$ cat config.mk
export PLATFORM = sky130hd
export DESIGN_NAME = lgd_cordic_cell
export DESIGN_NICKNAME = d
export VERILOG_FILES = /design/src/rtl/core/lgd_pkg.sv /design/src/rtl/core/lgd_cordic_cell.sv
export SDC_FILE = /design/constraint.sdc
export NUM_CORES = 1
export LEC_CHECK = 0
export BUFFER_PORTS_ARGS = -buffer_cell sky130_fd_sc_hd__buf_2
export CORE_MARGIN = 10
export CORE_UTILIZATION = 39
export CTS_BUF_LIST = sky130_fd_sc_hd__clkbuf_2 sky130_fd_sc_hd__clkbuf_4 sky130_fd_sc_hd__clkbuf_8
export DETAILED_ROUTE_END_ITERATION = 7
export SKIP_CTS_REPAIR_TIMING = 1
export SKIP_LAST_GASP = 1
export SLEW_MARGIN = 20
export SYNTH_ARGS = -nofsm -noshare
export SYNTH_HDL_FRONTEND = slang
export SYNTH_SLANG_ARGS = --single-unit
$ cat constraint.sdc
create_clock -name clk_i -period 13.16 [get_ports clk_i]
set_input_delay 1.974 -clock clk_i [delete_from_list [all_inputs] [get_ports clk_i]]
set_output_delay 1.974 -clock clk_i [all_outputs]
set_load 0.01 [all_outputs]
$ cat src/rtl/core/lgd_pkg.sv
// Shared types, widths and constants of the lowpass gain and group delay block.
`default_nettype none

package lgd_pkg;

  // Field widths.
  localparam int unsigned FW = 25;  // frequency, Q17.8
  localparam int unsigned PW = 40;  // period and time constant, Q0.40

  // Internal datapath widths.
  localparam int unsigned XW  = 36;   // CORDIC x and y, signed Q32 with headroom
  localparam int unsigned ZW  = 34;   // CORDIC angle, signed Q30
  localparam int unsigned UVW = 34;   // 1 - cos and 1 + cos, unsigned Q32
  localparam int unsigned SQW = 80;   // 40 by 40 bit products
  localparam int unsigned DVW = 113;  // T^2 * (1 + cos)
  localparam int unsigned DGW = 116;  // 4 tau^2 (1 - cos) + T^2 (1 + cos)
  localparam int unsigned NGW = 81;   // 2 tau T
  localparam int unsigned QW  = 64;   // quotient and numerator feed width

  // Pipeline depths of the fixed parts.
  localparam int unsigned FRONT_STAGES = 6;
  localparam int unsigned PROD_STAGES  = 8;
  localparam int unsigned DIV_STEPS    = 64;
  localparam int unsigned SQRT_STEPS   = 32;

  localparam logic signed [XW-1:0] CORDIC_X0   = 36'sd2608131496;
  localparam logic signed [XW-1:0] ONE_Q32     = 36'sh1_0000_0000;
  localparam logic [30:0]          HALF_PI_Q30 = 31'd1686629713;

  localparam logic [PW-1:0] SAMPLE_PERIOD_RST = 40'd10995116;
  localparam logic [FW-1:0] CHAR_FREQ_RST     = 25'd256000;

  // Configuration register indexes.
  typedef enum logic {
    REG_SAMPLE_PERIOD = 1'b0,
    REG_CHAR_FREQ     = 1'b1
  } cfg_reg_e;

  // Saturation flags that travel with an item.
  typedef struct packed {
    logic gsat;
    logic dsat;
  } sat_t;

  // Arctangent of 2^-i in Q30 for the first ten rotations.
  localparam logic [31:0] ATAN_Q30 [10] = '{
    32'h3243F6A8, 32'h1DAC6705, 32'h0FADBAFC, 32'h07F56EA6, 32'h03FEAB76,
    32'h01FFD55B, 32'h00FFFAAA, 32'h007FFF55, 32'h003FFFEA, 32'h001FFFFD
  };

  // Rotation angle of one CORDIC stage; a power of two past the table, zero past 30.
  function automatic logic [ZW-1:0] stage_atan(input int unsigned i);
    logic [ZW-1:0] a;
    if (i < 10) begin
      a = ZW'(ATAN_Q30[4'(i)]);
    end else if (i <= 30) begin
      a = ZW'(1) << (30 - i);
    end else begin
      a = '0;
    end
    return a;
  endfunction

endpackage

`default_nettype wire

$ cat src/rtl/core/lgd_cordic_cell.sv
// One CORDIC rotation cell with a registered output and a side channel.
`default_nettype none

module lgd_cordic_cell import lgd_pkg::*; #(
  parameter int unsigned STAGE = 0,
  parameter int unsigned SW    = 1
) (
  input  wire                   clk_i,
  input  wire                   en_i,
  input  wire  signed [XW-1:0]  x_i,
  input  wire  signed [XW-1:0]  y_i,
  input  wire  signed [ZW-1:0]  z_i,
  input  wire  [SW-1:0]         sb_i,
  output logic signed [XW-1:0]  x_o,
  output logic signed [XW-1:0]  y_o,
  output logic signed [ZW-1:0]  z_o,
  output logic [SW-1:0]         sb_o
);

  localparam logic signed [ZW-1:0] ATAN = stage_atan(STAGE);

  logic signed [XW-1:0] sx, sy, x_d, y_d, x_q, y_q;
  logic signed [ZW-1:0] z_d, z_q;
  logic [SW-1:0]        sb_q;

  // Rotate toward zero residual angle; arithmetic shifts round down.
  always_comb begin
    sx = x_i >>> STAGE;
    sy = y_i >>> STAGE;
    if (!z_i[ZW-1]) begin
      x_d = x_i - sy;
      y_d = y_i + sx;
      z_d = z_i - ATAN;
    end else begin
      x_d = x_i + sy;
      y_d = y_i - sx;
      z_d = z_i + ATAN;
    end
  end

  always_ff @(posedge clk_i) begin
    if (en_i) begin
      x_q  <= x_d;
      y_q  <= y_d;
      z_q  <= z_d;
      sb_q <= sb_i;
    end
  end

  assign x_o  = x_q;
  assign y_o  = y_q;
  assign z_o  = z_q;
  assign sb_o = sb_q;

endmodule

`default_nettype wire

**Word level (Yosys, flattened, before mapping)**

Cells that the tools add are included.

- Multiplexer cells: 3
- Add/subtract/negate cells: 5

Operator list:

| cell | number |
|---|---|
| 36-bit 2-to-1 mux | 2 |
| 36-bit subtractor | 2 |
| 36-bit adder | 1 |
| 34-bit by 31-bit adder with 34-bit output, second input constant | 1 |
| 34-bit 2-to-1 mux | 1 |
| 34-bit by 31-bit subtractor with 34-bit output, second input constant | 1 |

- Bits in registers: 107
- Input port bits: 109
- Output and inout port bits: 107

**Longest topological paths before layout**

Gate-level depths: netlist of run 1.

- Word-level depth: 2
- Depth in mapped cells: 16
- Gate-level depth less buffers: 14

**Worst setup path after synthesis of run 1**

Ideal clock, no wire load.

- Path type: in2reg
- Start: input port z_i[33]
- End: register z_q[32], in the netlist z_o[32] (data pin)
- Buffers on the path: 3
- Stages: 16
- Required time: 12902 ps
- Arrival time: 5436 ps
- Slack: 7466 ps
- Cell sequence: clkbuf_1 > inv_1 > clkbuf_1 > clkbuf_1 > ha_1 > a211oi_1 > o21bai_1 > or2_2 > a41oi_1 > a21oi_1 > a211oi_1 > o21ai_0 > o41ai_2 > o21ai_0 > a21oi_1 > xnor2_1

- Cells in the longest elaborated chain, start to end: 1

Ends and longest elaborated chain:

| element | line | RTL |
|---|---|---|
| start: declaration | lgd_cordic_cell.sv:12 | `input wire signed [ZW-1:0] z_i,` |
| 34-bit 2-to-1 mux | lgd_cordic_cell.sv:30 | `if (!z_i[ZW-1]) begin` |
| net z_d[32] | lgd_cordic_cell.sv:23 | `logic signed [ZW-1:0] z_d, z_q;` |
| end signal: assignment | lgd_cordic_cell.sv:45 | `z_q <= z_d;` |
| end: declaration | lgd_cordic_cell.sv:23 |  |

The timed path passes the listed nets, and every way through them passes these cells.
A chain may end at the register's enable or synchronous reset.

**Final worst setup path of run 1**

- Start: input port z_i[33]
- End: register z_q[31], in the netlist z_o[31] (data pin)

Same word-level chain as after synthesis.

==> results.md, run 1 <==
- Final hold violations: 0
- Global placement routability congestion: 0.940
- NumNets Final: around 1600
- Met2 GRT Util: 0.294
- FF+latch count, synth: 106
- Multi-input logic area: 6660 µm²
- Via count: between 9000 and 10000
- Vias per cell: 5.51
- RSZ-0062 raised after global routing: false
- Max Root-Sink Buffers: 2
- Hold/Removal Path Class: input pin to flop
- Number of CTS-inserted buffers: 9
- Max cap viols: 0
- Synthesis Warnings: 0
- Fillers: 2617
- Highest Clock Rate: 172 MHz
- Slew @ Worst Pin: 986 ps
- Std cell rows: 59
- Post-DRT Antenna Nets: 0
- Initial antenna violation count: 2
- Largest net degree at the start of global routing: 72
- Synth unique cells: between 60 and 70
- Vias in the first global route: ~9000
- GRT met3 Usage: 0.0360
- Initial core utilization: 0.399
- Crit. End Element: flop
- Sw Ratio: 0.386
- Clk root buf: clkbuf_8
- DRT Pass-1 Iters: 5
- Syn_nets: 1449
- Post-Syn Area: between 10000 and 15000 µm²
- Post-Syn Instances: about 1200
- Int Pwr: 0.000711 W
- DIE AREA: 33800 µm²
- Hold Worst Slack: roughly 1700 ps
- Pleak: 5.49 nW
- Post-synthesis average cell area: 8.75 µm²
- Final period util: 0.442
- Fraction of layout cells with a size suffix above 1: 0.184
- Drt total wl: between 30000 and 40000 µm
- Final-report setup violation count: 0
- Core Util, Final: 0.456
- Final Max Slew Viols: 0
- Area grow syn2layout: 14.4%
- CP Launch Type: input pin
- Top Usage Layer GRT: met2
- Max H-tree Level: 3
- Commonest cells after routing, fill and taps aside: buf_2, a21oi_1, ha_1
- Post-synthesis sequential area ratio: 0.304
- Number of synthesized flops with an enable pin: 106
- Worst Path Arrival: 5990 ps
- I/O pins: 216
- Sequential power share: 0.399
- CTS tree: built
- Pwr dens: about 96 nW/µm²
- Setup TNS: 0 ps
- Die H: around 180 µm
- Most used DFF post-synth: edfxtp_1
- Chip width: 184 µm
- Hpwl dp: 25600 µm
- Clock-pin slew on the worst setup and hold paths: ~120 ps
- First-pass GRT wire length: 50000 µm
- Shortest period the worst path allows: between 5000 and 6000 ps
- Clock power frac: 0.177
- Max IR drop VDD: between 0.04 and 0.05 mV
- GRT met1 Usage: 0.244
- CP Data Required Time: ~13000 ps
- Slew HR: 0.343
- Dpl cells: around 1700
- Gr ovfl total: 0
- # clock sinks: ~110
- Crit Path Class: input pin to flop
- Sequential cell area: 3180 µm²
- DRT iter0 DRCs: 781
- Commonest non-fill, non-tap cell in the layout: buf_2
- Core ar.: between 20000 and 30000 µm²
- Sw power: 0.000447 W
- Asr flop ratio synth: 0
- I/O Buffers: 215
- Final Non-Filler Cells: about 1700
- Status: complete, no violations
- WL/cell: 18.9 µm
- Comb pwr share: 0.424
- Drt drc: 0
- Overall Global Routing Usage: 0.184
- Worst-path maximum fanout: about 70
[layout make-up]
cell class / instances / area share
Multi-Input combinational cell: 927 / 0.555
Sequential cell: 106 / 0.265
Timing Repair Buffer: 219 / 0.0924
Inverter: 117 / 0.0366
Tap cell: 335 / 0.0349
Clock buffer: 10 / 0.0110
Clock inverter: 6 / 0.00417
Antenna cell: 2 / 0.000417
[sequential cells by signal (all words and copies together) (netlist names)]
register and count:
x_o 36, sb_o 1, z_o 34, y_o 35
[synth_stat cells (all sizes together), types with 3 or more instances]
master  number  area [µm²]
o31ai       13        97.6
nor2b       12        75.1
a21o        46         354
o211ai       6        50.1
nor4        10        62.6
edfxtp     106        3180
o22ai        3        18.8
ha         138        1730
a21oi      144         721
clkbuf      29         109
a41o         3        30.0
o31a         3        26.3
a41oi        4        35.0
o221ai       5        43.8
nand3       13        65.1
o41ai        6        67.6
nor3        21         105
a31oi       12        75.1
nand2b      13        81.3
and2         6        37.5
mux2i       18         180
or3          3        18.8
nor2       105         394
inv        114         428
fa           4        80.1
a211oi      18         145
and3         6        37.5
clkinv       3        11.3
buf         19        93.8
xor2        18         158
o21a        10        75.1
xnor2       76         666
a311oi       3        26.3
o21ai       70         350
or2          4        27.5
nand4       20         125
nand2       60         225
o311ai       4        60.1
o21bai      25         188
[stage by stage]
| step | total power, W | cell area (µm²) | worst slack, ps |
|---|---|---|---|
| finish | 0.00116 | 12000 | 7340 |
| global route | 0.00124 | 12000 | 7090 |
| CTS | 0.00117 | 12000 | 7360 |
| detailed placement | 0.000958 | 11800 | 6910 |
| global placement | 0.000957 | 11800 | 6960 |
| floorplan | 0.000784 | 10500 | 7470 |
[critical path, cell delays in order]
cell and delay (ps):
buf_2 710, inv_2 40, buf_4 410, fa_1 530
a21o_1 200, a21oi_1 290, o21ai_0 160, a21oi_1 150
a21oi_1 160, a41oi_1 360, o21a_1 220, o21ai_1 120
a21o_1 220, a41o_1 270, xor2_1 140
[layer usage]
metal,part of all wire,vias up
met3,0.075,40
met5,0,-
li1,-,4666
met4,0.018,0
met2,0.45,346
met1,0.45,4444
[power by group through the flow]
| stage | clock (W) | combinational [W] | sequential, W |
|---|---|---|---|
| 2_1_floorplan | 0 | 0.000284 | 0.000500 |
| 3_3_place_gp | 0 | 0.000488 | 0.000469 |
| 3_5_place_dp | 0 | 0.000488 | 0.000470 |
| 4_1_cts | 0.000215 | 0.000491 | 0.000462 |
| 5_1_grt | 0.000228 | 0.000540 | 0.000467 |
| 6_report | 0.000205 | 0.000491 | 0.000462 |
[cells by family (layout without fill, tap and decap cells)]
logic type,count (synthesis),in the layout,synth area share
flip-flops,106,106,0.304
AO/OA/AOI/OAI,391,391,0.240
multiplexers,18,18,0.0172
XOR/XNOR,94,94,0.0785
AND/OR/NAND/NOR,282,282,0.127
adder cells (fa/ha/maj),142,142,0.172
buffers and inverters,165,352,0.0612
other,0,2,0
[final timing paths]
kind                 from                end  slack, ps  cells past startpoint
setup / recovery  z_i[33]  z_o[31]$_DFFE_PP_       7340                     15
hold / removal     z_i[1]   z_o[1]$_DFFE_PP_       1740                      1
Power figures use the tool's default switching activity.
==> inputs of run 2 (changes only) <==
--- a/config.mk
+++ b/config.mk
@@ -5,6 +5,7 @@
 export SDC_FILE = /design/constraint.sdc
 export NUM_CORES = 1
 export LEC_CHECK = 0
+export ABC_AREA = 1
 export BUFFER_PORTS_ARGS = -buffer_cell sky130_fd_sc_hd__buf_2
 export CORE_MARGIN = 10
 export CORE_UTILIZATION = 39
==> constraint.sdc (replaced) <==
create_clock -name clk_i -period 5.9 [get_ports clk_i]
set_input_delay 0.885 -clock clk_i [delete_from_list [all_inputs] [get_ports clk_i]]
set_output_delay 0.885 -clock clk_i [all_outputs]
set_load 0.01 [all_outputs]
==> results.md, run 2 <==
- Chip width: 204 µm (was 184 µm)
- # clock sinks: 106 (unchanged)
- Max Root-Sink Buffers: 2 (unchanged)
- Post-synthesis average cell area: 6.46 µm² (was 8.75 µm²)
- Top Usage Layer GRT: met2 (unchanged)
- Die H: 204 µm (was 184 µm)
- Clk root buf: clkbuf_8 (unchanged)
- Core ar.: 33400 µm² (was 26300 µm²)
- Hold Path Stages: 1 (unchanged)
- Drt drc: 0 (unchanged)
- Std cell rows: 67 (was 59)
- Shortest period the worst path allows: 3090 ps
- Initial core utilization: 0.394 (was 0.399)
- Global placement routability congestion: 0.995 (was 0.940)
- Fillers: 3648 (was 2617)
- Dpl cells: 2658 (was 1704)
- Largest net degree at the start of global routing: 83 (was 72)
- Worst-path maximum fanout: 10 (was 71)
- Top-area cell type share of the netlist area: 0.241 (was 0.304)
- Gr ovfl total: 0 (unchanged)
- I/O Buffers: 215 (unchanged)
- Status: complete, no violations (unchanged)
- Drt total wl: 49700 µm (was 32500 µm)
- Final-report setup violation count: 0 (unchanged)
- Final period util: 0.523
- Commonest non-fill, non-tap cell in the layout: nand2_1 (was buf_2)
- DRT Pass-1 Iters: 6 (was 5)
- FF+latch count, synth: 106 (unchanged)
- Clock-pin slew on the worst setup and hold paths: 110 ps (was 120 ps)
- Max H-tree Level: 3 (unchanged)
- NumNets Final: 2472 (was 1631)
- Number of CTS-inserted buffers: 9 (unchanged)
- WL/cell: 18.6 µm (was 18.9 µm)
- Hold Worst Slack: 620 ps (was 1740 ps)
- DIE AREA: 41600 µm² (was 33800 µm²)
- Post-DRT Antenna Nets: 0 (unchanged)
- Synth area leader: edfxtp_1 (unchanged)
- Synth top area cells: edfxtp_1, nand2_1, ha_1 (was edfxtp_1, ha_1, a21oi_1)
- Area grow syn2layout: 11.2% (was 14.4%)
- First-pass GRT wire length: 75500 µm (was 50000 µm)
- Max reg flops: 36 (unchanged)
- Slew @ Worst Pin: 1030 ps (was 986 ps)
- Max cap viols: 0 (unchanged)
- Asr flop ratio synth: 0 (unchanged)
- Max IR drop VDD: 0.107 mV (was 0.0435 mV)
- Pwr Total: 0.00285 W (was 0.00116 W)
- Post-synthesis sequential area ratio: 0.241 (was 0.304)
- Met2 GRT Util: 0.389 (was 0.294)
- RSZ-0062 raised after global routing: false (unchanged)
- Fraction of layout cells with a size suffix above 1: 0.136 (was 0.184)
- Most used DFF post-synth: edfxtp_1 (unchanged)
- Final Max Slew Viols: 0 (unchanged)
- Diodes inserted: 0 (was 2)
- Via count: 13845 (was 9496)
- GRT met1 Usage: 0.300 (was 0.244)
- Hold/Removal Path Class: input pin to flop (unchanged)
- CP Data Required Time: 6090 ps (was 13330 ps)
- Syn_nets: 2292 (was 1449)
- Most frequent cell after synthesis: nand2_1 (was a21oi_1)
- CTS tree: built (unchanged)
- Vias in the first global route: 13733 (was 9239)
- Slew HR: 0.316 (was 0.343)
- Pwr dens: 194 nW/µm² (was 96.5 nW/µm²)
- Post-Syn Area: 13200 µm² (was 10500 µm²)
- Setup TNS: 0 ps (unchanged)
- Post-Syn Instances: 2041 (was 1198)
- Synth top cells by count: nand2_1, inv_1, nand3_1 (was a21oi_1, ha_1, inv_1)
- Synthesis Warnings: 0 (unchanged)
- Crit. End Element: flop (unchanged)
- Initial antenna violation count: 0 (was 2)
- CP Launch Type: input pin (unchanged)
- I/O pins: 216 (unchanged)
- Number of synthesized flops with an enable pin: 106 (unchanged)
- Vias per cell: 5.18 (was 5.51)
- DRT iter0 DRCs: 949 (was 781)
- Crit Path Class: input pin to flop (unchanged)
- GRT met3 Usage: 0.0368 (was 0.0360)
- Synth unique cells: 41 (was 69)
- Highest Clock Rate: 324 MHz
- Overall Global Routing Usage: 0.233 (was 0.184)
- Worst Path Arrival: 3270 ps (was 5990 ps)
- Final hold violations: 0 (unchanged)
- Hpwl dp: 41700 µm (was 25600 µm)
- Commonest cells after routing, fill and taps aside: nand2_1, inv_1, buf_2 (was buf_2, a21oi_1, ha_1)
- Pleak: 7.74 nW (was 5.49 nW)
- Final Non-Filler Cells: 2674 (was 1722)
run 2: logic make-up (layout without fill, tap and decap cells):
| family | after synthesis | in the layout | synth area share |
|---|---|---|---|
| simple gates | 1068 | 1068 | 0.341 |
| buf+inv | 367 | 552 | 0.119 |
| compound gates | 310 | 310 | 0.130 |
| fa+ha+maj | 142 | 142 | 0.137 |
| flops | 106 | 106 | 0.241 |
| xor+xnor | 48 | 48 | 0.0319 |
run 2: area by class of cell:
class / instances / area, µm² / share of cell area
clock inverters: 7 / 67.6 / 0.00461
flip-flops and latches: 106 / 3180 / 0.217
inverters: 318 / 1190 / 0.0814
multi-input cells: 1568 / 8440 / 0.575
clock buffers: 9 / 124 / 0.00844
well taps: 448 / 561 / 0.0382
repair buffers: 218 / 1100 / 0.0751
run 2: worst paths after layout:
| check | start | to |
|---|---|---|
| worst min-delay path | sb_i | sb_o$_DFFE_PP_ |
| worst max-delay path | x_i[23] | y_o[34]$_DFFE_PP_ |
run 2: critical path: stages:
cell and delay [ps]:
buf_2 100, inv_1 40, ha_1 570, nand2_1 220
nor2_2 230, nand2_1 190, nor2_4 200, nand3_2 90
nor2_1 290, nor2_1 120, nand2_1 80, nand2_1 50
nand3_1 80, nand2_1 110
run 2: power by group:
part / switching (W) / internal [W]
clock network: 0.000342 / 0.000165
logic: 0.000903 / 0.000424
registers: 0.0000390 / 0.000974
run 2: through the flow:
step | util | cell area (µm²) | setup WS, ps
final | 0.439 | 14700 | 2810
after global routing | 0.439 | 14700 | 2580
after CTS | 0.439 | 14700 | 2850
after detailed placement | 0.433 | 14500 | 2370
after global placement | 0.433 | 14500 | 2350
after floorplan | - | 13200 | 3010
run 2: routing by layer:
layer  wire length (µm)  vias to the layer above
met5                  0                        -
li1                   -                     6920
met2              22900                      479
met1              22100                     6375
met4               1360                        0
met3               3260                       71
